$ cat src/design/sea_ram.sv
// ----------------------------------------------------------------------------
// Generic RAM
// One write port and one read port with a registered read, no reset.
// ----------------------------------------------------------------------------
module sea_ram #(
    parameter int WIDTH = 8,
    parameter int DEPTH = 16
) (
    input  logic                     clk,
    input  logic                     we,
    input  logic [$clog2(DEPTH)-1:0] waddr,
    input  logic [WIDTH-1:0]         wdata,
    input  logic [$clog2(DEPTH)-1:0] raddr,
    output logic [WIDTH-1:0]         rdata
);

    logic [WIDTH-1:0] mem [DEPTH];

    always_ff @(posedge clk)
    begin
        if (we)
        begin
            mem[waddr] <= wdata;
        end
        rdata <= mem[raddr];
    end

endmodule

$ cat config.mk
export PLATFORM = sky130hd
export DESIGN_NAME = sea_ram
export DESIGN_NICKNAME = d
export VERILOG_FILES = /design/src/design/sea_ram.sv
export SDC_FILE = /design/constraint.sdc
export NUM_CORES = 1
export LEC_CHECK = 0
export BUFFER_PORTS_ARGS = -buffer_cell sky130_fd_sc_hd__buf_4
export CAP_MARGIN = 30
export CORE_MARGIN = 8
export CORE_UTILIZATION = 65
export DETAILED_ROUTE_END_ITERATION = 12
export HOLD_SLACK_MARGIN = 0.1
export PLACE_DENSITY = 0.9
export SLEW_MARGIN = 40
export SYNTH_ARGS = -nofsm -noshare
export SYNTH_HDL_FRONTEND = slang
export SYNTH_SLANG_ARGS = --single-unit
$ cat constraint.sdc
create_clock -name clk -period 5.89 [get_ports clk]
set_input_delay 1.767 -clock clk [delete_from_list [all_inputs] [get_ports clk]]
set_output_delay 1.767 -clock clk [all_outputs]
set_load 0.02 [all_outputs]
Word-level counts from Yosys, hierarchy flattened:

Memory sizes are Yosys's and may differ from the RTL's. A register that Yosys moved wholly into a read port is not among the register bits.
Cells that the tools add are included.

* flip-flop bits (word level): 0
* bits in latches: 0
* RAM bits: 128
* memory bits (read-only): 0
* input bits: 18
* output and inout bits: 8
* word-level logic and storage cells: 3
* memories kept: 1

* add/sub/neg operators: 0
* multiply operators: 0
* div/mod/pow operators: 0
* order comparisons: 0
* equal/unequal tests: 0
* shift-type cells: 0
* multiplexer cells: 2
* bitwise logic cells: 0
* reductions and logical operators: 0

Memories
* mem: depth 16, bits a word 8, read ports 1, clocked after Yosys merged registers in 1, wr ports 1, RTL line 17 `logic [WIDTH-1:0] mem [DEPTH];`

Operators with widths (number)
* 1-bit two-way mux: 2

Depth between registers and ports, before layout:

Gate-level depths: netlist of the first run.

* depth in word-level cells: 2
* mapped depth: 5
* gate-level depth less buffers: 3

Least setup slack after synthesis of the first run:

OpenSTA, ideal clock, no wires.

* path kind: in2reg
* start: in waddr[2]
* end: mem mem[0][0], enable pin
* library setup time: 0.383 ns
* arrival: 2.877 ns
* data required time: 5.507 ns
* setup slack: 2.630 ns
* stages on the path: 2
* path buffers: 0
* cells stage by stage: or3b_2 -> nor3_1

RTL lines
* start, declared: RTL line 11 `input logic [$clog2(DEPTH)-1:0] waddr,`
* end, declared: RTL line 17

No word-level cell before the write port.

Worst setup path in the final report of the first run:

* start: in waddr[2]
* end: mem mem[2][7], enable pin

No word-level cell before the write port.

==> results of run 1 <==
==> final timing paths <==
| path | start | endpoint | slack [ns] |
|---|---|---|---|
| max | waddr[2] | mem[2][7] | 2.90 |
| min | mem[14][5] | rdata[5] | 0.67 |
| max reg2reg | mem[1][5] | rdata[5] | 4.46 |
| min reg2reg | mem[14][5] | rdata[5] | 0.67 |
==> sequential cells by signal, indices dropped and copies added (netlist names) <==
name   cells
mem      128
rdata      8
==> final cells by class <==
type	count	area share (%)
clock buffers	24	7.89
flip-flops and latches	136	67.1
multi-input cells	83	18.4
clock inverters	8	1.20
well taps	102	2.14
repair buffers	26	3.27
==> power by group through the flow <==
stage / combinational (mW) / clock (mW) / sequential (mW)
2_1_floorplan: 0.0549 / 0 / 1.11
3_3_place_gp: 0.103 / 0 / 1.11
3_5_place_dp: 0.110 / 0 / 1.11
4_1_cts: 0.112 / 0.968 / 1.09
5_1_grt: 0.118 / 1.01 / 1.09
6_report: 0.112 / 0.964 / 1.09
==> kinds of logic (layout without fill, tap and decap cells) <==
| kind of cell | count (synthesis) | after routing | share of synthesized area [%] |
|---|---|---|---|
| compound gates | 16 | 16 | 2.33 |
| buf+inv | 10 | 58 | 1.68 |
| flops | 136 | 136 | 77.8 |
| mux | 32 | 32 | 15.0 |
| simple gates | 35 | 35 | 3.18 |
==> routing by layer <==
| metal | vias to the layer above | global-route usage (%) |
|---|---|---|
| li1 | 1050 | - |
| met1 | 1308 | 25.2 |
| met2 | 208 | 31.6 |
| met3 | 15 | 6.08 |
| met4 | 0 | 8.66 |
| met5 | - | 0 |
==> worst max-delay path, cell delays in order <==
cell,delay (ns)
buf_4,0.12
or3b_2,0.55
nor2_1,0.69
==> cell usage after synthesis <==
cell	instances
and2_1	1
nor3_1	4
nand2b_1	2
clkdlybuf4s25_2	3
nand2_1	9
buf_2	3
dfxtp_1	8
buf_4	1
nand3b_1	2
nor2_1	13
or3b_2	1
nor2b_1	1
and2b_1	1
mux4_1	14
a22oi_1	16
mux4_2	18
buf_6	3
nand3_1	1
edfxtp_1	128
==> per-stage QoR <==
step           instance area (sq um)  utilization (%)
2_1_floorplan                   5150                -
3_3_place_gp                    5390             70.1
3_5_place_dp                    5420             70.5
4_1_cts                         5960             77.6
5_1_grt                         5960             77.6
6_report                        5960             77.6
==> flow_summary.toml, run 1 <==
[critical_path]
cp_data_required_time_ns = 6.03
crit_fanout = 8
crit_path_start_kind = "input pin"
path_class = "in -> reg"
crit_arrival_ns = 3.13
r2r_cells = 3
cp-end-kind = "flop"

[sta]
rsz0062_at_grt = "false"
setup_viol_count_final = 0
final.period_utilization_pct = 50.8
holdWs_ns = 0.672
relSlewSlack_pct = 42.3
finalHoldViolations = 0
layout_min_cycle_time_ns = 2.99
fin_ws_ns = 2.90
final.setup.tns_ns = 0
fmax_mhz = 334
clock_skew_ns = 0.00709
worst_slew_pin_slew_ns = 0.863
drv_slew = 0

[detailed_routing]
wl_met2_microns = 5330
dr.first_iter.drc_count = 288
ant_nets = 0
drt_wl_total_microns = 10500
dr_total_vias = 2581
drc_errors = 0
drt-met1-wl_microns = 3950
drt-pass1-iter-count = 5
viasPerCell = 6.81
wl_per_cell_microns = 27.8
topRoutingLayerUsed = "met4"
met3_wirelength_microns = 1100

[die]
pin_count = 26
floorplan.initialDensity_pct = 67.0
die_area_sq_mm = 0.0110
die_h_microns = 105
rows = 32
fp.dieW_microns = 105
core-area_sq_mm = 0.00769

[placement]
dp_hpwl_microns = 6020
globalplace.congestion = 0.784
dp.cells = 347
post-place-ws_ns = 2.45
numPortBuffers = 25

[power]
power.switching_uw = 446
p_leak_nw = 1.99
power_frac_seq_pct = 50.3
total_power_mw = 2.16
p_comb_share_pct = 5.2
intPower_mw = 1.72
p_sw_share_pct = 20.6
power_frac_clock_pct = 44.5
worst_ir_drop_vdd_v = 0.000242
cellPowerDensity_mw_per_mm2 = 363

[global_route]
grt_overflow = 0
grt_pass1_wl_microns = 15900
track_usage_pct = 20.0
grt_max_degree = 33
grt_pass1_vias = 2605
antenna_found_initial = 0

[synthesis]
synth_cells = 229
seq_area_frac_synth_pct = 77.8
synth_area_sq_mm = 0.00515
yosysTopAreaCell = "edfxtp_1"
synthesis.nets = 247
synth_area_leaders = "edfxtp_1, mux4_2, mux4_1"
synth.avg_cell_area_sq_um = 22.5
yosysTopAreaCellShare_pct = 74.7
synth_seq_cells = 136
synth_warnings = 0
yosys.cell_types.count = 19

[final_layout]
multi_input_area_sq_mm = 0.00110
nNetsFinal = 282
mostFrequentLayoutCells = "edfxtp_1, buf_4, mux4_2"
n_antenna_cell = 0
drive_above_1_share_pct = 29.6
nFillCells = 408
ff_latch_area_sq_mm = 0.00400
final_common_cell = "edfxtp_1"
finalNonFillerCells = 379
syn2layout_area_growth_pct = 15.9

[clocking]
tritoncts = "built"
cts_setup_buffers = 0
clock_latency_ns = 0.52
clock_sinks = 136
clk_pin_slew_ns = 0.06
cts_resized = 0
cts_buffers = 17
htree_levels = 4
clockBufferDepth = 2
holdBufCountCts = 0
cts_root_buffer = "clkbuf_8"

[outcome]
status = "complete, no violations"

[min_path]
min_path_type = "reg -> reg"
min_path_cells = 3

[flow_run]
max_cap_violations = 0
Note: power is estimated with default switching activity, not from simulation.
==> run 2: changes to the inputs <==
--- a/config.mk
+++ b/config.mk
@@ -5,13 +5,14 @@
 export SDC_FILE = /design/constraint.sdc
 export NUM_CORES = 1
 export LEC_CHECK = 0
+export ABC_AREA = 1
 export BUFFER_PORTS_ARGS = -buffer_cell sky130_fd_sc_hd__buf_4
 export CAP_MARGIN = 30
 export CORE_MARGIN = 8
-export CORE_UTILIZATION = 65
+export CORE_UTILIZATION = 61
 export DETAILED_ROUTE_END_ITERATION = 12
 export HOLD_SLACK_MARGIN = 0.1
-export PLACE_DENSITY = 0.9
+export PLACE_DENSITY = 0.85
 export SLEW_MARGIN = 40
 export SYNTH_ARGS = -nofsm -noshare
 export SYNTH_HDL_FRONTEND = slang
==> constraint.sdc (replaced) <==
create_clock -name clk -period 3.05 [get_ports clk]
set_input_delay 0.915 -clock clk [delete_from_list [all_inputs] [get_ports clk]]
set_output_delay 0.915 -clock clk [all_outputs]
set_load 0.02 [all_outputs]
==> run 2 against run 1 <==
  * Sequential share of layout area decreased by 5.9 points
  * Total power increased by 97%
  * Die area increased by 16%
  * Critical path type unchanged
  * Largest cell class unchanged
  * Largest power group unchanged
==> flow_summary.toml, run 2 <==
[detailed_routing]
drt_wl_total_microns = 13900
viasPerCell = 5.83
dr_total_vias = 4099
wl_per_cell_microns = 19.8
ant_nets = 0
drt-pass1-iter-count = 6
dr.first_iter.drc_count = 529
drc_errors = 0

[final_layout]
largest_register_ffs = 128
n_antenna_cell = 0
final_common_cell = "nand2_1"
top_regs = "mem: 128 flops, rdata: 8 flops"
top_register = "mem"
mostFrequentLayoutCells = "nand2_1, edfxtp_1, inv_1"
nFillCells = 579
fin_util_pct = 71.2
syn2layout_area_growth_pct = 13.5
nNetsFinal = 597
ff_latch_area_sq_mm = 0.00400
final_area_sq_mm = 0.00654
drive_above_1_share_pct = 11.0
multi_input_area_sq_mm = 0.00121

[synthesis]
seq_area_frac_synth_pct = 69.4
yosys-top-cells-count = "nand2_1, edfxtp_1, inv_1"
synth_compound_gate_area_share_pct = 0
synth.avg_cell_area_sq_um = 10.5
synth_warnings = 0
synth_area_sq_mm = 0.00577
synth_top_family_by_area = "simple AND/OR/NAND/NOR gates"
synth_cells = 551
async_flop_share_pct = 0
synthAdderAreaFrac_pct = 0
yosysMostFrequentCell = "nand2_1"
muxShareOfSynthArea_pct = 0
synth_edf_count = 128
yosys.cell_types.count = 12
yosysTopAreaCell = "edfxtp_1"
synth_area_leaders = "edfxtp_1, nand2_1, nand3_1"
synthFlopType = "edfxtp_1"
yosysTopAreaCellShare_pct = 66.7
yosys.area_share.simple_pct = 21.0
synth_seq_cells = 136
synth-xor-area-share_pct = 0
synthesis.nets = 569

[sta]
drv_slew = 0
final.setup.tns_ns = 0
setup_viol_count_final = 0
rsz0062_at_grt = "false"
final.period_utilization_pct = 64.8
fmax_mhz = 506
worst_slew_pin_slew_ns = 0.890
finalHoldViolations = 0
layout_min_cycle_time_ns = 1.98
clock_skew_ns = 0.0103
relSlewSlack_pct = 40.4

[placement]
dpl_cell_area_sq_mm = 0.00600
globalplace.congestion = 0.859
numPortBuffers = 25
dp_hpwl_microns = 7770

[global_route]
met2_usage_pct = 36.3
grt_overflow = 0
grtUsageMet3_pct = 6.07
grt_busiest_layer = "met2"
grt_max_degree = 65
use_met1_pct = 28.3
track_usage_pct = 22.7
grt_pass1_vias = 4019
grt_pass1_wl_microns = 21700
antenna_found_initial = 0

[critical_path]
crit_path_start_kind = "input pin"
critPathMaxStageDelay_ns = 0.39
cp_data_required_time_ns = 3.46
cp-end-kind = "flop"
path_delay_family = "simple AND/OR/NAND/NOR gates"
crit_fanout = 64
worst_path_most_repeated_cell = "nand2_1"
path_class = "in -> reg"
crit_arrival_ns = 2.38
cpMaxStageDelayCell = "buf_4"
cp_num_buf_inv = 3
crit_chain = "buf_4 > inv_2 > buf_12 > nand2_1 > nand2_1 > nand2_1 > nand3_1 > nand3_1 > nand2_1"

[die]
fp.dieW_microns = 113
die_area_sq_mm = 0.0128
rows = 35
die_h_microns = 113
pin_count = 26
floorplan.initialDensity_pct = 62.7
core-area_sq_mm = 0.00920

[power]
cellPowerDensity_mw_per_mm2 = 652
worst_ir_drop_vdd_v = 0.000470
p_leak_nw = 2.84

[outcome]
status = "complete, no violations"

[clocking]
cts_root_buffer = "clkbuf_8"
tritoncts = "built"
holdBufCountCts = 0
cts_setup_buffers = 0
clock_latency_ns = 0.52
clockBufferDepth = 2
clk_pin_slew_ns = 0.06
htree_levels = 4
cts_resized = 0
clock_sinks = 136
cts_buffers = 17

[flow_run]
max_cap_violations = 0

[min_path]
min_path_type = "reg -> reg"
==> run 2: per-layer routing <==
layer / share of wire, % / wire length, microns
met2: 50 / 6890
met5: 0 / 0
met4: 3.3 / 452
met1: 36 / 5030
met3: 11 / 1530
==> run 2: cell type report <==
cell class                      instances  share of cell area [%]
Timing Repair Buffer                   33                    3.98
Inverter                              102                    5.85
Clock buffer                           18                    6.39
Clock inverter                         14                    1.93
Multi-Input combinational cell        289                    18.5
Sequential cell                       136                    61.2
Tap cell                              111                    2.12
==> run 2: power breakdown <==
group | leakage (nW) | total, mW | internal, mW | switching, mW
clock network | 0.256 | 1.88 | 1.08 | 0.797
registers | 1.22 | 2.10 | 2.09 | 0.0147
logic | 1.36 | 0.282 | 0.0824 | 0.199
==> run 2: path summary, 6_finish.rpt <==
check,start,to,slack (ns),cells after the start
max,raddr[0],rdata[7],1.07,9
min,mem[11][6],rdata[6],0.68,6
max reg2reg,mem[7][7],rdata[7],1.82,6
min reg2reg,mem[11][6],rdata[6],0.68,6
==> run 2: metrics by stage <==
step                setup slack (ns)  total power [mW]  hold slack, ns  instances
finish                          1.07              4.27           0.679        703
CTS                             1.10              4.27           0.681        703
global route                    1.05              4.36           0.713        703
global placement               0.782              2.40           0.656        671
floorplan                       1.18              2.30           0.607        551
detailed placement             0.742              2.41           0.650        671
==> run 2: logic make-up (layout without fill, tap and decap cells) <==
group                  count (synthesis)  count (layout)
DFF                                  136             136
and+or+nand+nor                      289             289
buffers and inverters                126             167
==> run 2: worst min-delay path: stages, from the launching register on <==
cell and delay [ns]:
edfxtp_1 0.33, nand2_1 0.05, nand2_1 0.06, nand2_1 0.04, nand3_1 0.06, nand3_1 0.06, nand2_1 0.06
==> run 3: changes to the inputs <==
==> constraint.sdc (replaced) <==
create_clock -name clk -period 1.9 [get_ports clk]
set_input_delay 0.57 -clock clk [delete_from_list [all_inputs] [get_ports clk]]
set_output_delay 0.57 -clock clk [all_outputs]
set_load 0.02 [all_outputs]
==> run 3 against run 2 <==
  * Flip-flop and latch count is the same
  * Largest power group unchanged
  * Clock power is 77% higher
  * Combinational power up 69%
  * First-iteration DRC count up 32%
  * Critical path depth decreased by 8
  * Routed wire length up 1.9%
  * Clock skew fell by 0.0057 ns
  * Register-to-register slack got worse by 1.1 ns
  * Final cell count up 2.3%
  * Via count increased by 2.4%
  * Hold slack got worse by 0.30 ns
==> flow_summary.toml, run 3 (synthesis gave the netlist of run 2 again) <==
[sta]
final.period_utilization_pct = 84.5
final.setup.tns_ns = 0
fmax_mhz = 623
setup_viol_count_final = 0
relSlewSlack_pct = 72.0
layout_min_cycle_time_ns = 1.61
worst_slew_pin_slew_ns = 0.420
clock_skew_ns = 0.00467
rsz0062_at_grt = "false"
finalHoldViolations = 0
drv_slew = 0

[clocking]
holdBufCountCts = 0
clock_latency_ns = 0.53
clockBufferDepth = 2
cts_root_buffer = "clkbuf_8"
tritoncts = "built"
htree_levels = 4
cts_resized = 0
clock_sinks = 136
cts_buffers = 17
cts_setup_buffers = 0
clk_pin_slew_ns = 0.06

[critical_path]
r2r_start = "mem[3][4]"
path_delay_family = "flip-flops"
r2r-end = "rdata[4]"
cp_num_buf_inv = 1
crit_chain = "buf_4"
crit_arrival_ns = 1.04
r2r_cells = 6
critPathMaxStageDelay_ns = 0.35
r2r_slack_ns = 0.76
cp-end-kind = "output pin"
crit_fanout = 1
crit_path_start_kind = "flop"
path_class = "reg -> out"
cpMaxStageDelayCell = "dfxtp_1"
cp_data_required_time_ns = 1.33

[placement]
dp.cells = 687
dp_hpwl_microns = 7930
globalplace.congestion = 0.831
numPortBuffers = 25

[final_layout]
mostFrequentLayoutCells = "nand2_1, edfxtp_1, inv_1"
top_regs = "mem: 128 flops, rdata: 8 flops"
top_register = "mem"
n_antenna_cell = 0
final_common_cell = "nand2_1"
syn2layout_area_growth_pct = 16.9
nNetsFinal = 613
largest_register_ffs = 128
drive_above_1_share_pct = 13.2
finalNonFillerCells = 719

[die]
die_area_sq_mm = 0.0128
floorplan.initialDensity_pct = 62.7
fp.dieW_microns = 113
pin_count = 26
core-area_sq_mm = 0.00920
die_h_microns = 113
rows = 35

[global_route]
antenna_found_initial = 0
grt_pass1_vias = 4044
grt_pass1_wl_microns = 21900
track_usage_pct = 22.8
grt_max_degree = 38
grt_overflow = 0

[min_path]
min_path_type = "in -> reg"
min_path_cells = 3
hold_end = "rdata[7]"
holdCritStartpoint = "raddr[3]"

[power]
p_leak_nw = 2.97
cellPowerDensity_mw_per_mm2 = 1070
worst_ir_drop_vdd_v = 0.00108

[detailed_routing]
dr_total_vias = 4198
drc_errors = 0
drt_wl_total_microns = 14200
ant_nets = 0
viasPerCell = 5.84
dr.first_iter.drc_count = 699
drt-pass1-iter-count = 5
wl_per_cell_microns = 19.7

[flow_run]
max_cap_violations = 0

[outcome]
status = "complete, no violations"
[run 3: changes by cell type in the layout (fill, tap and decap cells not counted)]
| cell | delta |
|---|---|
| buf_4 | +14 |
| bufinv_16 | +3 |
| clkinvlp_4 | -3 |
| inv_6 | -3 |
| buf_12 | +2 |
| clkinv_2 | +2 |
| clkinv_1 | +1 |
[run 3: layout make-up]
| cell class | count | area [sq um] |
|---|---|---|
| Clock inverter | 14 | 181 |
| Timing Repair Buffer | 49 | 405 |
| Sequential cell | 136 | 4000 |
| Fill cell | 555 | 2450 |
| Multi-Input combinational cell | 289 | 1210 |
| Inverter | 102 | 383 |
| Clock buffer | 18 | 418 |
| Tap cell | 111 | 139 |
[run 3: per-layer routing]
metal / GRT usage (%) / vias up / part of all wire [%]
met5: 0 / - / 0
met4: 10.7 / 0 / 3.2
met3: 5.48 / 46 / 9.7
met2: 37.3 / 296 / 50
met1: 28.1 / 2001 / 37
li1: - / 1855 / -
[run 3: how the worst max path moves through the flow]
stage                   from          to  slack (ns)  cells past startpoint
finish              rdata[1]    rdata[1]        0.29                      1
global route        rdata[1]    rdata[1]        0.27                      1
CTS                 rdata[1]    rdata[1]        0.28                      1
detailed placement  raddr[0]    rdata[1]        0.26                      8
global placement    raddr[0]    rdata[7]        0.28                      7
floorplan           waddr[2]  mem[10][0]        0.38                      2
[run 3: power breakdown]
part	total [mW]	switching (mW)	internal, mW
Clock	3.33	1.21	2.12
Sequential	3.38	0.0224	3.35
Combinational	0.477	0.326	0.151
Total	7.18	1.56	5.62
[run 3: metrics by stage]
step | worst slack, ns | utilization [%] | hold slack, ns | area [sq um] | total power [mW]
finish | 0.294 | 73.3 | 0.380 | 6740 | 7.18
CTS | 0.285 | 73.3 | 0.371 | 6740 | 7.17
global placement | 0.277 | 66.8 | 0.648 | 6140 | 3.87
global route | 0.266 | 73.3 | 0.379 | 6740 | 7.35
detailed placement | 0.256 | 66.8 | 0.666 | 6140 | 3.89
floorplan | 0.379 | - | 0.607 | 5770 | 3.69
